[src/rtl/core/uart_register_file_with_fifos_unit_defines.svh]
// Assertion macros for the UART register file block.
// Included by every RTL file that carries concurrent assertions.
`ifndef UART_REGISTER_FILE_WITH_FIFOS_UNIT_DEFINES_SVH
`define UART_REGISTER_FILE_WITH_FIFOS_UNIT_DEFINES_SVH

`ifndef SYNTHESIS
// Property checked on every rising edge while reset is released.
`define URF_ASSERT(name, clk, rst_n, prop) \
  name: assert property (@(posedge clk) disable iff (!rst_n) (prop)) \
    else $error("URF assertion failed");
// Property checked on every rising edge, also while reset is held.
`define URF_ASSERT_NR(name, clk, prop) \
  name: assert property (@(posedge clk) (prop)) \
    else $error("URF assertion failed");
`else
`define URF_ASSERT(name, clk, rst_n, prop)
`define URF_ASSERT_NR(name, clk, prop)
`endif

`endif

[src/rtl/core/urf_pkg.sv]
// Shared types, register codes and helper functions for the UART register file.
// No dependencies; used by every module of the block except urf_ram.
`default_nettype none

package urf_pkg;

  // Default sizes.
  localparam int FIFO_DEPTH = 16;
  localparam int CMDQ_DEPTH = 4;

  // Item operation codes.
  typedef enum logic [1:0] {
    OP_READ    = 2'd0,
    OP_WRITE   = 2'd1,
    OP_RX_BYTE = 2'd2,
    OP_TICK    = 2'd3
  } op_e;

  // Register offsets.
  localparam logic [2:0] REG_DATA    = 3'd0;
  localparam logic [2:0] REG_IER     = 3'd1;
  localparam logic [2:0] REG_IIR_FCR = 3'd2;
  localparam logic [2:0] REG_LCR     = 3'd3;
  localparam logic [2:0] REG_MCR     = 3'd4;
  localparam logic [2:0] REG_LSR     = 3'd5;
  localparam logic [2:0] REG_MSR     = 3'd6;
  localparam logic [2:0] REG_SCR     = 3'd7;

  // Fixed read values and interrupt identification codes.
  localparam logic [7:0] IIR_RX_DATA  = 8'h04;
  localparam logic [7:0] IIR_TX_EMPTY = 8'h02;
  localparam logic [7:0] IIR_NONE     = 8'h01;
  localparam logic [7:0] MSR_VALUE    = 8'hb0;
  localparam logic [7:0] MCR_VALUE    = 8'h08;

  // Bit positions inside FCR, IER and LCR.
  localparam int FCR_RX_CLR = 1;
  localparam int FCR_TX_CLR = 2;
  localparam int FCR_DMA    = 3;
  localparam int IER_RX     = 0;
  localparam int IER_TX     = 1;
  localparam int LCR_DLAB   = 7;

  // Decoded commands handed from the front to the back.
  typedef enum logic [3:0] {
    CMD_RX_POP,
    CMD_RD_IER,
    CMD_RD_IIR,
    CMD_RD_LCR,
    CMD_RD_FIXED,
    CMD_RD_LSR,
    CMD_RD_SCR,
    CMD_TX_PUSH,
    CMD_WR_IER,
    CMD_WR_FCR,
    CMD_WR_LCR,
    CMD_WR_IGNORED,
    CMD_WR_SCR,
    CMD_WR_BAD,
    CMD_RX_PUSH,
    CMD_TICK
  } cmd_kind_e;

  typedef struct packed {
    cmd_kind_e  kind;
    logic [7:0] data;
  } cmd_t;

  // Channel payloads.
  typedef struct packed {
    logic [1:0] operation;
    logic [2:0] reg_address;
    logic [7:0] data_byte;
  } in_item_t;

  typedef struct packed {
    logic [7:0] read_data;
    logic       tx_valid;
    logic [7:0] tx_char;
    logic       irq;
    logic       access_error;
    logic       last;
  } out_item_t;

  // Interrupt line from the FIFO levels, the enables and the transmit acknowledge.
  function automatic logic irq_calc(input logic rx_not_empty, input logic tx_empty,
                                    input logic rx_ie, input logic tx_ie,
                                    input logic tx_acked);
    logic result;
    result = (rx_ie & rx_not_empty) | (tx_ie & tx_empty & ~tx_acked);
    return result;
  endfunction

endpackage

`default_nettype wire

[src/rtl/core/urf_ram.sv]
// Generic simple dual-port RAM with one write port and a registered read port.
// No package dependency.
`default_nettype none

module urf_ram #(
  parameter int Width = 8,
  parameter int Depth = 16
) (
  input  wire logic                     clk_i,
  input  wire logic                     we_i,
  input  wire logic [$clog2(Depth)-1:0] waddr_i,
  input  wire logic [Width-1:0]         wdata_i,
  input  wire logic                     re_i,
  input  wire logic [$clog2(Depth)-1:0] raddr_i,
  output logic      [Width-1:0]         rdata_o
);

  logic [Width-1:0] mem_q [Depth];

  // Write and registered read; read data holds while no read is issued.
  always_ff @(posedge clk_i) begin
    if (we_i) begin
      mem_q[waddr_i] <= wdata_i;
    end
    if (re_i) begin
      rdata_o <= mem_q[raddr_i];
    end
  end

endmodule

`default_nettype wire

[src/rtl/core/urf_front.sv]
// Front end: classifies an incoming item into a register command.
// Depends on urf_pkg.
`default_nettype none

module urf_front (
  input  wire logic             in_valid_i,
  input  wire urf_pkg::in_item_t in_item_i,
  input  wire logic             q_full_i,
  output logic                  in_stall_o,
  output logic                  push_o,
  output urf_pkg::cmd_t         cmd_o
);

  // Accept whenever the command queue has room.
  assign in_stall_o = q_full_i;
  assign push_o     = in_valid_i & ~q_full_i;

  // Decode operation and register offset into a command.
  always_comb begin
    cmd_o.kind = urf_pkg::CMD_TICK;
    cmd_o.data = in_item_i.data_byte;
    case (urf_pkg::op_e'(in_item_i.operation))
      urf_pkg::OP_READ: begin
        case (in_item_i.reg_address)
          urf_pkg::REG_DATA:    cmd_o.kind = urf_pkg::CMD_RX_POP;
          urf_pkg::REG_IER:     cmd_o.kind = urf_pkg::CMD_RD_IER;
          urf_pkg::REG_IIR_FCR: cmd_o.kind = urf_pkg::CMD_RD_IIR;
          urf_pkg::REG_LCR:     cmd_o.kind = urf_pkg::CMD_RD_LCR;
          urf_pkg::REG_MCR: begin
            cmd_o.kind = urf_pkg::CMD_RD_FIXED;
            cmd_o.data = urf_pkg::MCR_VALUE;
          end
          urf_pkg::REG_LSR:     cmd_o.kind = urf_pkg::CMD_RD_LSR;
          urf_pkg::REG_MSR: begin
            cmd_o.kind = urf_pkg::CMD_RD_FIXED;
            cmd_o.data = urf_pkg::MSR_VALUE;
          end
          urf_pkg::REG_SCR:     cmd_o.kind = urf_pkg::CMD_RD_SCR;
          default:              cmd_o.kind = urf_pkg::CMD_RD_SCR;
        endcase
      end
      urf_pkg::OP_WRITE: begin
        case (in_item_i.reg_address)
          urf_pkg::REG_DATA:    cmd_o.kind = urf_pkg::CMD_TX_PUSH;
          urf_pkg::REG_IER:     cmd_o.kind = urf_pkg::CMD_WR_IER;
          urf_pkg::REG_IIR_FCR: cmd_o.kind = urf_pkg::CMD_WR_FCR;
          urf_pkg::REG_LCR:     cmd_o.kind = urf_pkg::CMD_WR_LCR;
          urf_pkg::REG_MCR:     cmd_o.kind = urf_pkg::CMD_WR_IGNORED;
          urf_pkg::REG_SCR:     cmd_o.kind = urf_pkg::CMD_WR_SCR;
          default:              cmd_o.kind = urf_pkg::CMD_WR_BAD;
        endcase
      end
      urf_pkg::OP_RX_BYTE: cmd_o.kind = urf_pkg::CMD_RX_PUSH;
      urf_pkg::OP_TICK:    cmd_o.kind = urf_pkg::CMD_TICK;
      default:             cmd_o.kind = urf_pkg::CMD_TICK;
    endcase
  end

endmodule

`default_nettype wire

[src/rtl/core/urf_cmd_queue.sv]
// Short command queue between the front end and the back end.
// Depends on urf_pkg for the command type and the queue depth.
`default_nettype none

module urf_cmd_queue (
  input  wire logic          clk_i,
  input  wire logic          rst_ni,
  input  wire logic          push_i,
  input  wire urf_pkg::cmd_t cmd_i,
  output logic               full_o,
  output logic               valid_o,
  output urf_pkg::cmd_t      cmd_o,
  input  wire logic          pop_i
);

  localparam int Depth = urf_pkg::CMDQ_DEPTH;
  localparam int PtrW  = $clog2(Depth);
  localparam int CntW  = $clog2(Depth + 1);

  urf_pkg::cmd_t   entry_q [Depth];
  logic [PtrW-1:0] wr_ptr_q, rd_ptr_q;
  logic [CntW-1:0] count_q;

  assign full_o  = (count_q == CntW'(Depth));
  assign valid_o = (count_q != '0);
  assign cmd_o   = entry_q[rd_ptr_q];

  // Entry storage.
  always_ff @(posedge clk_i) begin
    if (push_i) begin
      entry_q[wr_ptr_q] <= cmd_i;
    end
  end

  // Pointers and fill level.
  always_ff @(posedge clk_i or negedge rst_ni) begin
    if (!rst_ni) begin
      wr_ptr_q <= '0;
      rd_ptr_q <= '0;
      count_q  <= '0;
    end else begin
      if (push_i) begin
        wr_ptr_q <= (wr_ptr_q == PtrW'(Depth - 1)) ? '0 : wr_ptr_q + 1'b1;
      end
      if (pop_i) begin
        rd_ptr_q <= (rd_ptr_q == PtrW'(Depth - 1)) ? '0 : rd_ptr_q + 1'b1;
      end
      if (push_i && !pop_i) begin
        count_q <= count_q + 1'b1;
      end else if (pop_i && !push_i) begin
        count_q <= count_q - 1'b1;
      end
    end
  end

endmodule

`default_nettype wire

[src/rtl/core/urf_back.sv]
// Back end: executes register commands, owns the FIFOs and the output register.
// Depends on urf_pkg, urf_ram and the assertion macro header.
`default_nettype none
`include "uart_register_file_with_fifos_unit_defines.svh"

module urf_back #(
  parameter int FifoDepth = urf_pkg::FIFO_DEPTH
) (
  input  wire logic          clk_i,
  input  wire logic          rst_ni,
  input  wire logic          cmd_valid_i,
  input  wire urf_pkg::cmd_t cmd_i,
  output logic               cmd_pop_o,
  output logic               out_valid_o,
  output urf_pkg::out_item_t out_item_o,
  input  wire logic          out_stall_i
);

  localparam int PtrW = $clog2(FifoDepth);
  localparam int CntW = $clog2(FifoDepth + 1);

  typedef enum logic [1:0] {
    ST_IDLE,
    ST_POP,
    ST_DRAIN
  } state_e;

  state_e             state_q, state_d;
  logic [PtrW-1:0]    tx_head_q, tx_head_d, rx_head_q, rx_head_d;
  logic [CntW-1:0]    tx_count_q, tx_count_d, rx_count_q, rx_count_d;
  logic               rx_ie_q, rx_ie_d, tx_ie_q, tx_ie_d;
  logic               tx_acked_q, tx_acked_d;
  logic [7:0]         lcr_q, lcr_d, scratch_q, scratch_d;
  logic               out_valid_q, out_valid_d;
  urf_pkg::out_item_t out_q, out_d;

  logic            tx_we, tx_re, rx_we, rx_re;
  logic [PtrW-1:0] tx_waddr, rx_waddr;
  logic [7:0]      tx_rdata, rx_rdata;
  logic [CntW:0]   tx_sum, rx_sum;
  logic [PtrW-1:0] tx_head_inc, rx_head_inc;
  logic            can_load, dlab, tx_full, rx_full;
  logic            rx_cause, tx_cause, emit, err;
  logic [7:0]      rd;

  assign out_valid_o = out_valid_q;
  assign out_item_o  = out_q;
  assign can_load    = ~out_valid_q | ~out_stall_i;
  assign dlab        = lcr_q[urf_pkg::LCR_DLAB];
  assign tx_full     = (tx_count_q == CntW'(FifoDepth));
  assign rx_full     = (rx_count_q == CntW'(FifoDepth));
  assign rx_cause    = rx_ie_q & (rx_count_q != '0);
  assign tx_cause    = tx_ie_q & (tx_count_q == '0) & ~tx_acked_q;

  // Tail positions and next head positions, wrapping at the FIFO depth.
  assign tx_sum   = (CntW+1)'(tx_head_q) + (CntW+1)'(tx_count_q);
  assign rx_sum   = (CntW+1)'(rx_head_q) + (CntW+1)'(rx_count_q);
  assign tx_waddr = (tx_sum >= (CntW+1)'(FifoDepth)) ?
                    PtrW'(tx_sum - (CntW+1)'(FifoDepth)) : PtrW'(tx_sum);
  assign rx_waddr = (rx_sum >= (CntW+1)'(FifoDepth)) ?
                    PtrW'(rx_sum - (CntW+1)'(FifoDepth)) : PtrW'(rx_sum);
  assign tx_head_inc = (tx_head_q == PtrW'(FifoDepth - 1)) ? '0 : tx_head_q + 1'b1;
  assign rx_head_inc = (rx_head_q == PtrW'(FifoDepth - 1)) ? '0 : rx_head_q + 1'b1;

  // Character stores.
  urf_ram #(.Width(8), .Depth(FifoDepth)) u_tx_ram (
    .clk_i   (clk_i),
    .we_i    (tx_we),
    .waddr_i (tx_waddr),
    .wdata_i (cmd_i.data),
    .re_i    (tx_re),
    .raddr_i (tx_head_q),
    .rdata_o (tx_rdata)
  );

  urf_ram #(.Width(8), .Depth(FifoDepth)) u_rx_ram (
    .clk_i   (clk_i),
    .we_i    (rx_we),
    .waddr_i (rx_waddr),
    .wdata_i (cmd_i.data),
    .re_i    (rx_re),
    .raddr_i (rx_head_q),
    .rdata_o (rx_rdata)
  );

  // Command execution and result generation.
  always_comb begin
    state_d     = state_q;
    tx_head_d   = tx_head_q;
    tx_count_d  = tx_count_q;
    rx_head_d   = rx_head_q;
    rx_count_d  = rx_count_q;
    rx_ie_d     = rx_ie_q;
    tx_ie_d     = tx_ie_q;
    tx_acked_d  = tx_acked_q;
    lcr_d       = lcr_q;
    scratch_d   = scratch_q;
    out_valid_d = out_valid_q & out_stall_i;
    out_d       = out_q;
    cmd_pop_o   = 1'b0;
    tx_we       = 1'b0;
    tx_re       = 1'b0;
    rx_we       = 1'b0;
    rx_re       = 1'b0;
    emit        = 1'b0;
    err         = 1'b0;
    rd          = '0;

    case (state_q)
      ST_IDLE: begin
        if (cmd_valid_i && can_load) begin
          cmd_pop_o = 1'b1;
          emit      = 1'b1;
          case (cmd_i.kind)
            urf_pkg::CMD_RX_POP: begin
              if (!dlab && rx_count_q != '0) begin
                rx_re      = 1'b1;
                rx_head_d  = rx_head_inc;
                rx_count_d = rx_count_q - 1'b1;
                state_d    = ST_POP;
                emit       = 1'b0;
              end
            end
            urf_pkg::CMD_RD_IER: begin
              if (!dlab) begin
                rd[urf_pkg::IER_RX] = rx_ie_q;
                rd[urf_pkg::IER_TX] = tx_ie_q;
              end
            end
            urf_pkg::CMD_RD_IIR: begin
              if (rx_cause) begin
                rd = urf_pkg::IIR_RX_DATA;
              end else if (tx_cause) begin
                rd         = urf_pkg::IIR_TX_EMPTY;
                tx_acked_d = 1'b1;
              end else begin
                rd = urf_pkg::IIR_NONE;
              end
            end
            urf_pkg::CMD_RD_LCR:   rd = lcr_q;
            urf_pkg::CMD_RD_FIXED: rd = cmd_i.data;
            urf_pkg::CMD_RD_LSR: begin
              rd[0] = (rx_count_q != '0);
              rd[5] = (tx_count_q == '0);
              rd[6] = (tx_count_q == '0);
            end
            urf_pkg::CMD_RD_SCR:   rd = scratch_q;
            urf_pkg::CMD_TX_PUSH: begin
              if (!dlab) begin
                tx_acked_d = 1'b0;
                if (!tx_full) begin
                  tx_we      = 1'b1;
                  tx_count_d = tx_count_q + 1'b1;
                end
              end
            end
            urf_pkg::CMD_WR_IER: begin
              if (!dlab) begin
                rx_ie_d = cmd_i.data[urf_pkg::IER_RX];
                tx_ie_d = cmd_i.data[urf_pkg::IER_TX];
              end
            end
            urf_pkg::CMD_WR_FCR: begin
              if (cmd_i.data[urf_pkg::FCR_DMA]) begin
                err = 1'b1;
              end else begin
                if (cmd_i.data[urf_pkg::FCR_RX_CLR]) begin
                  rx_head_d  = '0;
                  rx_count_d = '0;
                end
                if (cmd_i.data[urf_pkg::FCR_TX_CLR]) begin
                  tx_head_d  = '0;
                  tx_count_d = '0;
                end
              end
            end
            urf_pkg::CMD_WR_LCR:     lcr_d = cmd_i.data;
            urf_pkg::CMD_WR_IGNORED: err = 1'b0;
            urf_pkg::CMD_WR_SCR:     scratch_d = cmd_i.data;
            urf_pkg::CMD_WR_BAD:     err = 1'b1;
            urf_pkg::CMD_RX_PUSH: begin
              if (!rx_full) begin
                rx_we      = 1'b1;
                rx_count_d = rx_count_q + 1'b1;
              end
            end
            urf_pkg::CMD_TICK: begin
              if (tx_full) begin
                tx_re      = 1'b1;
                tx_head_d  = tx_head_inc;
                tx_count_d = tx_count_q - 1'b1;
                state_d    = ST_DRAIN;
                emit       = 1'b0;
              end
            end
            default: err = 1'b0;
          endcase
          if (emit) begin
            out_valid_d        = 1'b1;
            out_d.read_data    = rd;
            out_d.tx_valid     = 1'b0;
            out_d.tx_char      = '0;
            out_d.irq          = urf_pkg::irq_calc(rx_count_d != '0, tx_count_d == '0,
                                                   rx_ie_d, tx_ie_d, tx_acked_d);
            out_d.access_error = err;
            out_d.last         = 1'b1;
          end
        end
      end

      // Receive data read: the popped character arrives from the RAM.
      ST_POP: begin
        if (can_load) begin
          out_valid_d        = 1'b1;
          out_d.read_data    = rx_rdata;
          out_d.tx_valid     = 1'b0;
          out_d.tx_char      = '0;
          out_d.irq          = rx_cause | tx_cause;
          out_d.access_error = 1'b0;
          out_d.last         = 1'b1;
          state_d            = ST_IDLE;
        end
      end

      // Transmit drain: one character per result, the line reflects an empty FIFO.
      ST_DRAIN: begin
        if (can_load) begin
          out_valid_d        = 1'b1;
          out_d.read_data    = '0;
          out_d.tx_valid     = 1'b1;
          out_d.tx_char      = tx_rdata;
          out_d.irq          = urf_pkg::irq_calc(rx_count_q != '0, 1'b1,
                                                 rx_ie_q, tx_ie_q, tx_acked_q);
          out_d.access_error = 1'b0;
          out_d.last         = (tx_count_q == '0);
          if (tx_count_q != '0) begin
            tx_re      = 1'b1;
            tx_head_d  = tx_head_inc;
            tx_count_d = tx_count_q - 1'b1;
          end else begin
            state_d = ST_IDLE;
          end
        end
      end

      default: state_d = ST_IDLE;
    endcase
  end

  // State and registered outputs.
  always_ff @(posedge clk_i or negedge rst_ni) begin
    if (!rst_ni) begin
      state_q     <= ST_IDLE;
      tx_head_q   <= '0;
      tx_count_q  <= '0;
      rx_head_q   <= '0;
      rx_count_q  <= '0;
      rx_ie_q     <= 1'b0;
      tx_ie_q     <= 1'b0;
      tx_acked_q  <= 1'b0;
      lcr_q       <= '0;
      scratch_q   <= '0;
      out_valid_q <= 1'b0;
      out_q       <= '0;
    end else begin
      state_q     <= state_d;
      tx_head_q   <= tx_head_d;
      tx_count_q  <= tx_count_d;
      rx_head_q   <= rx_head_d;
      rx_count_q  <= rx_count_d;
      rx_ie_q     <= rx_ie_d;
      tx_ie_q     <= tx_ie_d;
      tx_acked_q  <= tx_acked_d;
      lcr_q       <= lcr_d;
      scratch_q   <= scratch_d;
      out_valid_q <= out_valid_d;
      out_q       <= out_d;
    end
  end

  // The FIFO levels never pass the depth.
  `URF_ASSERT_NR(a_tx_count_bound, clk_i, tx_count_q <= CntW'(FifoDepth))
  `URF_ASSERT_NR(a_rx_count_bound, clk_i, rx_count_q <= CntW'(FifoDepth))
  // While draining, the first character has already left the transmit FIFO.
  `URF_ASSERT(a_drain_not_full, clk_i, rst_ni,
              (state_q == ST_DRAIN) |-> (tx_count_q < CntW'(FifoDepth)))
  // Only drained characters come as results that are not the last of their item.
  `URF_ASSERT(a_multi_is_tx, clk_i, rst_ni,
              (out_valid_q && !out_q.last) |-> out_q.tx_valid)
  // A tick on a full transmit FIFO starts a drain.
  `URF_ASSERT(a_tick_drains, clk_i, rst_ni,
              (state_q == ST_IDLE && cmd_valid_i && can_load &&
               cmd_i.kind == urf_pkg::CMD_TICK && tx_full) |=> (state_q == ST_DRAIN))

endmodule

`default_nettype wire

[src/rtl/core/uart_register_file_with_fifos_unit.sv]
// UART register block (8250 style) with transmit and receive FIFOs.
//
// Input channel (in_valid_i / in_stall_o / in_item_i): bus reads, bus writes,
// arriving receive bytes and update ticks. Items are decoded and queued in a
// four-entry command queue; in_stall_o rises only when that queue is full.
// Output channel (out_valid_o / out_stall_i / out_item_o): one result per item,
// or one result per character when a tick finds the transmit FIFO full.
// The item is written into the command queue and executed from there into the
// result register; a receive data read also passes through the registered read
// of the FIFO RAM before the result register loads.
// One item per cycle while the output is not stalled and no pop or drain is
// running; a receive data read that pops a character waits in the pop state,
// and a draining tick then emits one character per cycle unless stalled.
// Reset: FIFOs empty, all registers zero, no result pending.
// When the receiver stalls, the output register holds its result, execution
// pauses and the command queue fills before the input side stalls.
`default_nettype none

module uart_register_file_with_fifos_unit #(
  parameter int FifoDepth = urf_pkg::FIFO_DEPTH
) (
  input  wire logic               clk_i,
  input  wire logic               rst_ni,
  input  wire logic               in_valid_i,
  output logic                    in_stall_o,
  input  wire urf_pkg::in_item_t  in_item_i,
  output logic                    out_valid_o,
  input  wire logic               out_stall_i,
  output urf_pkg::out_item_t      out_item_o
);

  logic          q_full, q_push, q_valid, q_pop;
  urf_pkg::cmd_t front_cmd, queue_cmd;

  // Decode of incoming items.
  urf_front u_front (
    .in_valid_i (in_valid_i),
    .in_item_i  (in_item_i),
    .q_full_i   (q_full),
    .in_stall_o (in_stall_o),
    .push_o     (q_push),
    .cmd_o      (front_cmd)
  );

  // Decoupling queue.
  urf_cmd_queue u_queue (
    .clk_i   (clk_i),
    .rst_ni  (rst_ni),
    .push_i  (q_push),
    .cmd_i   (front_cmd),
    .full_o  (q_full),
    .valid_o (q_valid),
    .cmd_o   (queue_cmd),
    .pop_i   (q_pop)
  );

  // Register file, FIFOs and result generation.
  urf_back #(.FifoDepth(FifoDepth)) u_back (
    .clk_i       (clk_i),
    .rst_ni      (rst_ni),
    .cmd_valid_i (q_valid),
    .cmd_i       (queue_cmd),
    .cmd_pop_o   (q_pop),
    .out_valid_o (out_valid_o),
    .out_item_o  (out_item_o),
    .out_stall_i (out_stall_i)
  );

endmodule

`default_nettype wire
[config.mk]
export PLATFORM = sky130hd
export DESIGN_NAME = uart_register_file_with_fifos_unit
export DESIGN_NICKNAME = d
export VERILOG_FILES = /design/src/rtl/core/urf_pkg.sv /design/src/rtl/core/urf_ram.sv /design/src/rtl/core/urf_front.sv /design/src/rtl/core/urf_cmd_queue.sv /design/src/rtl/core/urf_back.sv /design/src/rtl/core/uart_register_file_with_fifos_unit.sv
export VERILOG_INCLUDE_DIRS = /design/src /design/src/rtl/core
export SDC_FILE = /design/constraint.sdc
export NUM_CORES = 1
export LEC_CHECK = 0
export BUFFER_PORTS_ARGS = -buffer_cell sky130_fd_sc_hd__clkbuf_2
export CAP_MARGIN = 20
export CORE_ASPECT_RATIO = 0.5
export CORE_MARGIN = 10
export CORE_UTILIZATION = 45
export DETAILED_ROUTE_END_ITERATION = 16
export PLACE_DENSITY = 0.69
export SYNTH_ARGS = -nofsm -noshare
export SYNTH_HDL_FRONTEND = slang
export SYNTH_HIERARCHICAL = 1
export SYNTH_SLANG_ARGS = --single-unit
[constraint.sdc]
create_clock -name clk_i -period 4 [get_ports clk_i]
set_input_delay 0.4 -clock clk_i [delete_from_list [all_inputs] [get_ports clk_i]]
set_output_delay 0.4 -clock clk_i [all_outputs]
set_load 0.03 [all_outputs]
==> flow_metrics.tcl <==
set metrics [dict create \
    syn_area_per_cell_um2 16.3 \
    grt_pass1_wl_um 56900 \
    synth_area_leaders "edfxtp_1 (57%), dfrtp_1 (10%), mux4_2 (5.9%), mux4_1 (5.0%), mux2_2 (1.7%)" \
    final_nets 1137 \
    die_h_um 157 \
    ios 39 \
    die_area_mm2 0.0459 \
    ctsLongestPathBuffers 3 \
    drive_gt1_frac 0.192 \
    synth_largest_area_cell "edfxtp_1" \
    yosysWarnings 6 \
    vdd_drop_max_mv 0.355 \
    clk_latency_ns 0.53 \
    maxSlewHeadroom 0.373 \
    synthToLayoutAreaGrowth_pct 11.7 \
    cap_violations 0 \
    crit_top_cell "nor2_1" \
    dr.pass1.iters 6 \
    route.final.wire_length_um 36300 \
    start_util 0.462 \
    worst_pin_slew_ns 0.933 \
    finalClockSkew_ns 0.0127 \
    fp.dieW_um 293 \
    max_freq_mhz 270 \
    dp.cells 1539 \
    p_total_mw 13.2 \
    io_buffer_count 38 \
    htreeDepth 2 \
    layout.cells.most_common "edfxtp_1" \
    hold_path.class "primary input to flop" \
    place_ws_ns 0.358 \
    critPathKind "flop to flop" \
    crit_path_end_kind "flop" \
    critical-path-max-stage-delay_ns 0.71 \
    wire_per_inst_um 22.5 \
    antenna_found_initial 0 \
    layout_min_cycle_time_ns 3.70 \
    yosysSeqAreaShare 0.672 \
    synth_edf_count 320 \
    yosysUniqueCellTypes 75 \
    drt_iter0_markers 955 \
    finalCritPeriodShare 0.926 \
    cts_tree "done" \
    mostFrequentLayoutCells "edfxtp_1 (320), nand2_1 (71), dfrtp_1 (65)" \
    syn_nets 1072 \
    ant_nets 0 \
    worstPathMaxFanout 18 \
    core_area_mm2 0.0364 \
    diodes 0 \
    grt.total_usage 0.157 \
    grt.overflow.total 0 \
    finalSetupTns_ns 0 \
    placed_cell_area_mm2 0.0175 \
    n_fill_cell 2873 \
    cts-root-buf "clkbuf_16" \
    fin_hold_ws_ns 0.207 \
    clkTransAtPathRegs_ns 0.06 \
    hold_viol_final 0 \
    num_rows 49 \
    setup_viol 0 \
    synth_top_cell_area_share 0.572 \
    crit_chain "mux4_2 > nand4b_1 > nor2_1 > inv_1 > nor3_1 > or3b_2 > nor2_1" \
    syn-cell-area_mm2 0.0168 \
    cts_sinks 387 \
    cp_slowest_cell "dfrtp_1" \
    holdPathStages 3 \
    startpoint_type "flop" \
    rsz0062_at_grt "no" \
    cts_buffers 37 \
    synthCells 1030 \
    grt_max_degree 39 \
    synth_flop_cell "edfxtp_1" \
    setup_ws_ns 0.295 \
    viasPerCell 5.89 \
    leakagePower_nw 6.48 \
    drv_slew 0 \
    final_cells 1608 \
    num_vias 9479 \
    hpwl_um 23400 \
    fin_util 0.516 \
    synth-async-reset-ratio 0.173 \
    critPathArrivalTime_ns 3.86 \
    place.gp.congestion 0.867 \
    required_ns 4.15 \
    grt_pass1_vias 9799 \
    status "finished, final reports clean" \
    p_per_area_mw_per_mm2 701 \
    drc_errors 0 \
    reg2regPathDepth 7 \
    finalInstanceArea_mm2 0.0188 \
    ys_seq_elements 387 \
]
Yosys cell counts (23+ instances only):
cell type,number
mux2_2,25
a22oi_1,36
nand2_1,71
mux4_1,32
o21ai_0,50
mux4_2,44
dfrtp_1,67
nor2_1,54
inv_1,26
nor3_1,25
edfxtp_1,320
a21oi_1,23
layout make-up:
class | count | area, um2 | share of cell area
clock buffers | 48 | 1030 | 0.0549
well taps | 484 | 606 | 0.0323
multi-input cells | 563 | 5050 | 0.269
clock inverters | 20 | 188 | 0.0100
flip-flops and latches | 387 | 11300 | 0.602
repair buffers | 80 | 508 | 0.0271
inverters | 26 | 97.6 | 0.00520
layer usage:
metal  global-route usage  wire [um]  vias to the layer above
met5                    0          0                        -
met4               0.0389        624                        0
met3               0.0294       2030                       56
met2                0.263      17700                      293
met1                0.212      15900                     4906
li1                     -          -                     4224
flip-flops by register name (all words and copies together), names as in the netlist, 4 cells and up:
register	flops
u_back/u_rx_ram/mem_q	128
u_back/u_tx_ram/mem_q	128
u_queue/entry_q	48
u_back/out_item_o	20
u_back/lcr_q	8
u_back/scratch_q	8
u_back/u_rx_ram/rdata_o	8
u_back/u_tx_ram/rdata_o	8
u_back/rx_count_q	5
u_back/tx_count_q	5
u_back/rx_head_q	4
u_back/tx_head_q	4
worst max-delay path: cells and delay by family (launching register included):
family / cells / cell delay (ns)
buf+inv: 1 / 0.08
flops: 1 / 0.71
mux: 1 / 0.56
simple gates: 5 / 1.97
cells by family after synthesis:
group / count (synthesis) / share of synthesized area
xor+xnor: 10 / 0.00521
buf+inv: 80 / 0.0276
simple gates: 259 / 0.0813
fa+ha+maj: 25 / 0.0200
flops: 387 / 0.672
compound gates: 159 / 0.0629
mux: 110 / 0.131
final timing paths:
path	slack, ns	endpoint	startpoint
hold / removal	0.21	u_back/out_valid_o$_DFF_PN0_	out_stall_i
max in group asynchronous	2.52	u_back/tx_head_q[0]$_DFFE_PN0P_	rst_ni
hold reg to reg	0.48	u_back/out_item_o[1]$_DFFE_PN0P_	u_back/out_item_o[1]$_DFFE_PN0P_
setup / recovery	0.30	u_back/u_tx_ram/mem_q[2][0]$_DFFE_PP_	u_queue/rd_ptr_q[1]$_DFFE_PN0P_
setup reg to reg	0.30	u_back/u_tx_ram/mem_q[2][0]$_DFFE_PP_	u_queue/rd_ptr_q[1]$_DFFE_PN0P_
min in group asynchronous	0.49	u_back/out_item_o[0]$_DFFE_PN0P_	rst_ni
report_power, final:
part	internal (mW)	switching (mW)	leakage [nW]
logic	1.40	2.67	2.14
registers	5.30	0.310	3.74
clock network	2.02	1.46	0.600
total	8.72	4.44	6.48
repair_timing:
action                                 in CTS  in global routing
endpoints found under the hold margin      33                  0
hold buffers                                1                  0
setup buffers                               0                  0
gates resized for setup                     0                  0
Note: power is estimated with default switching activity, not from simulation.
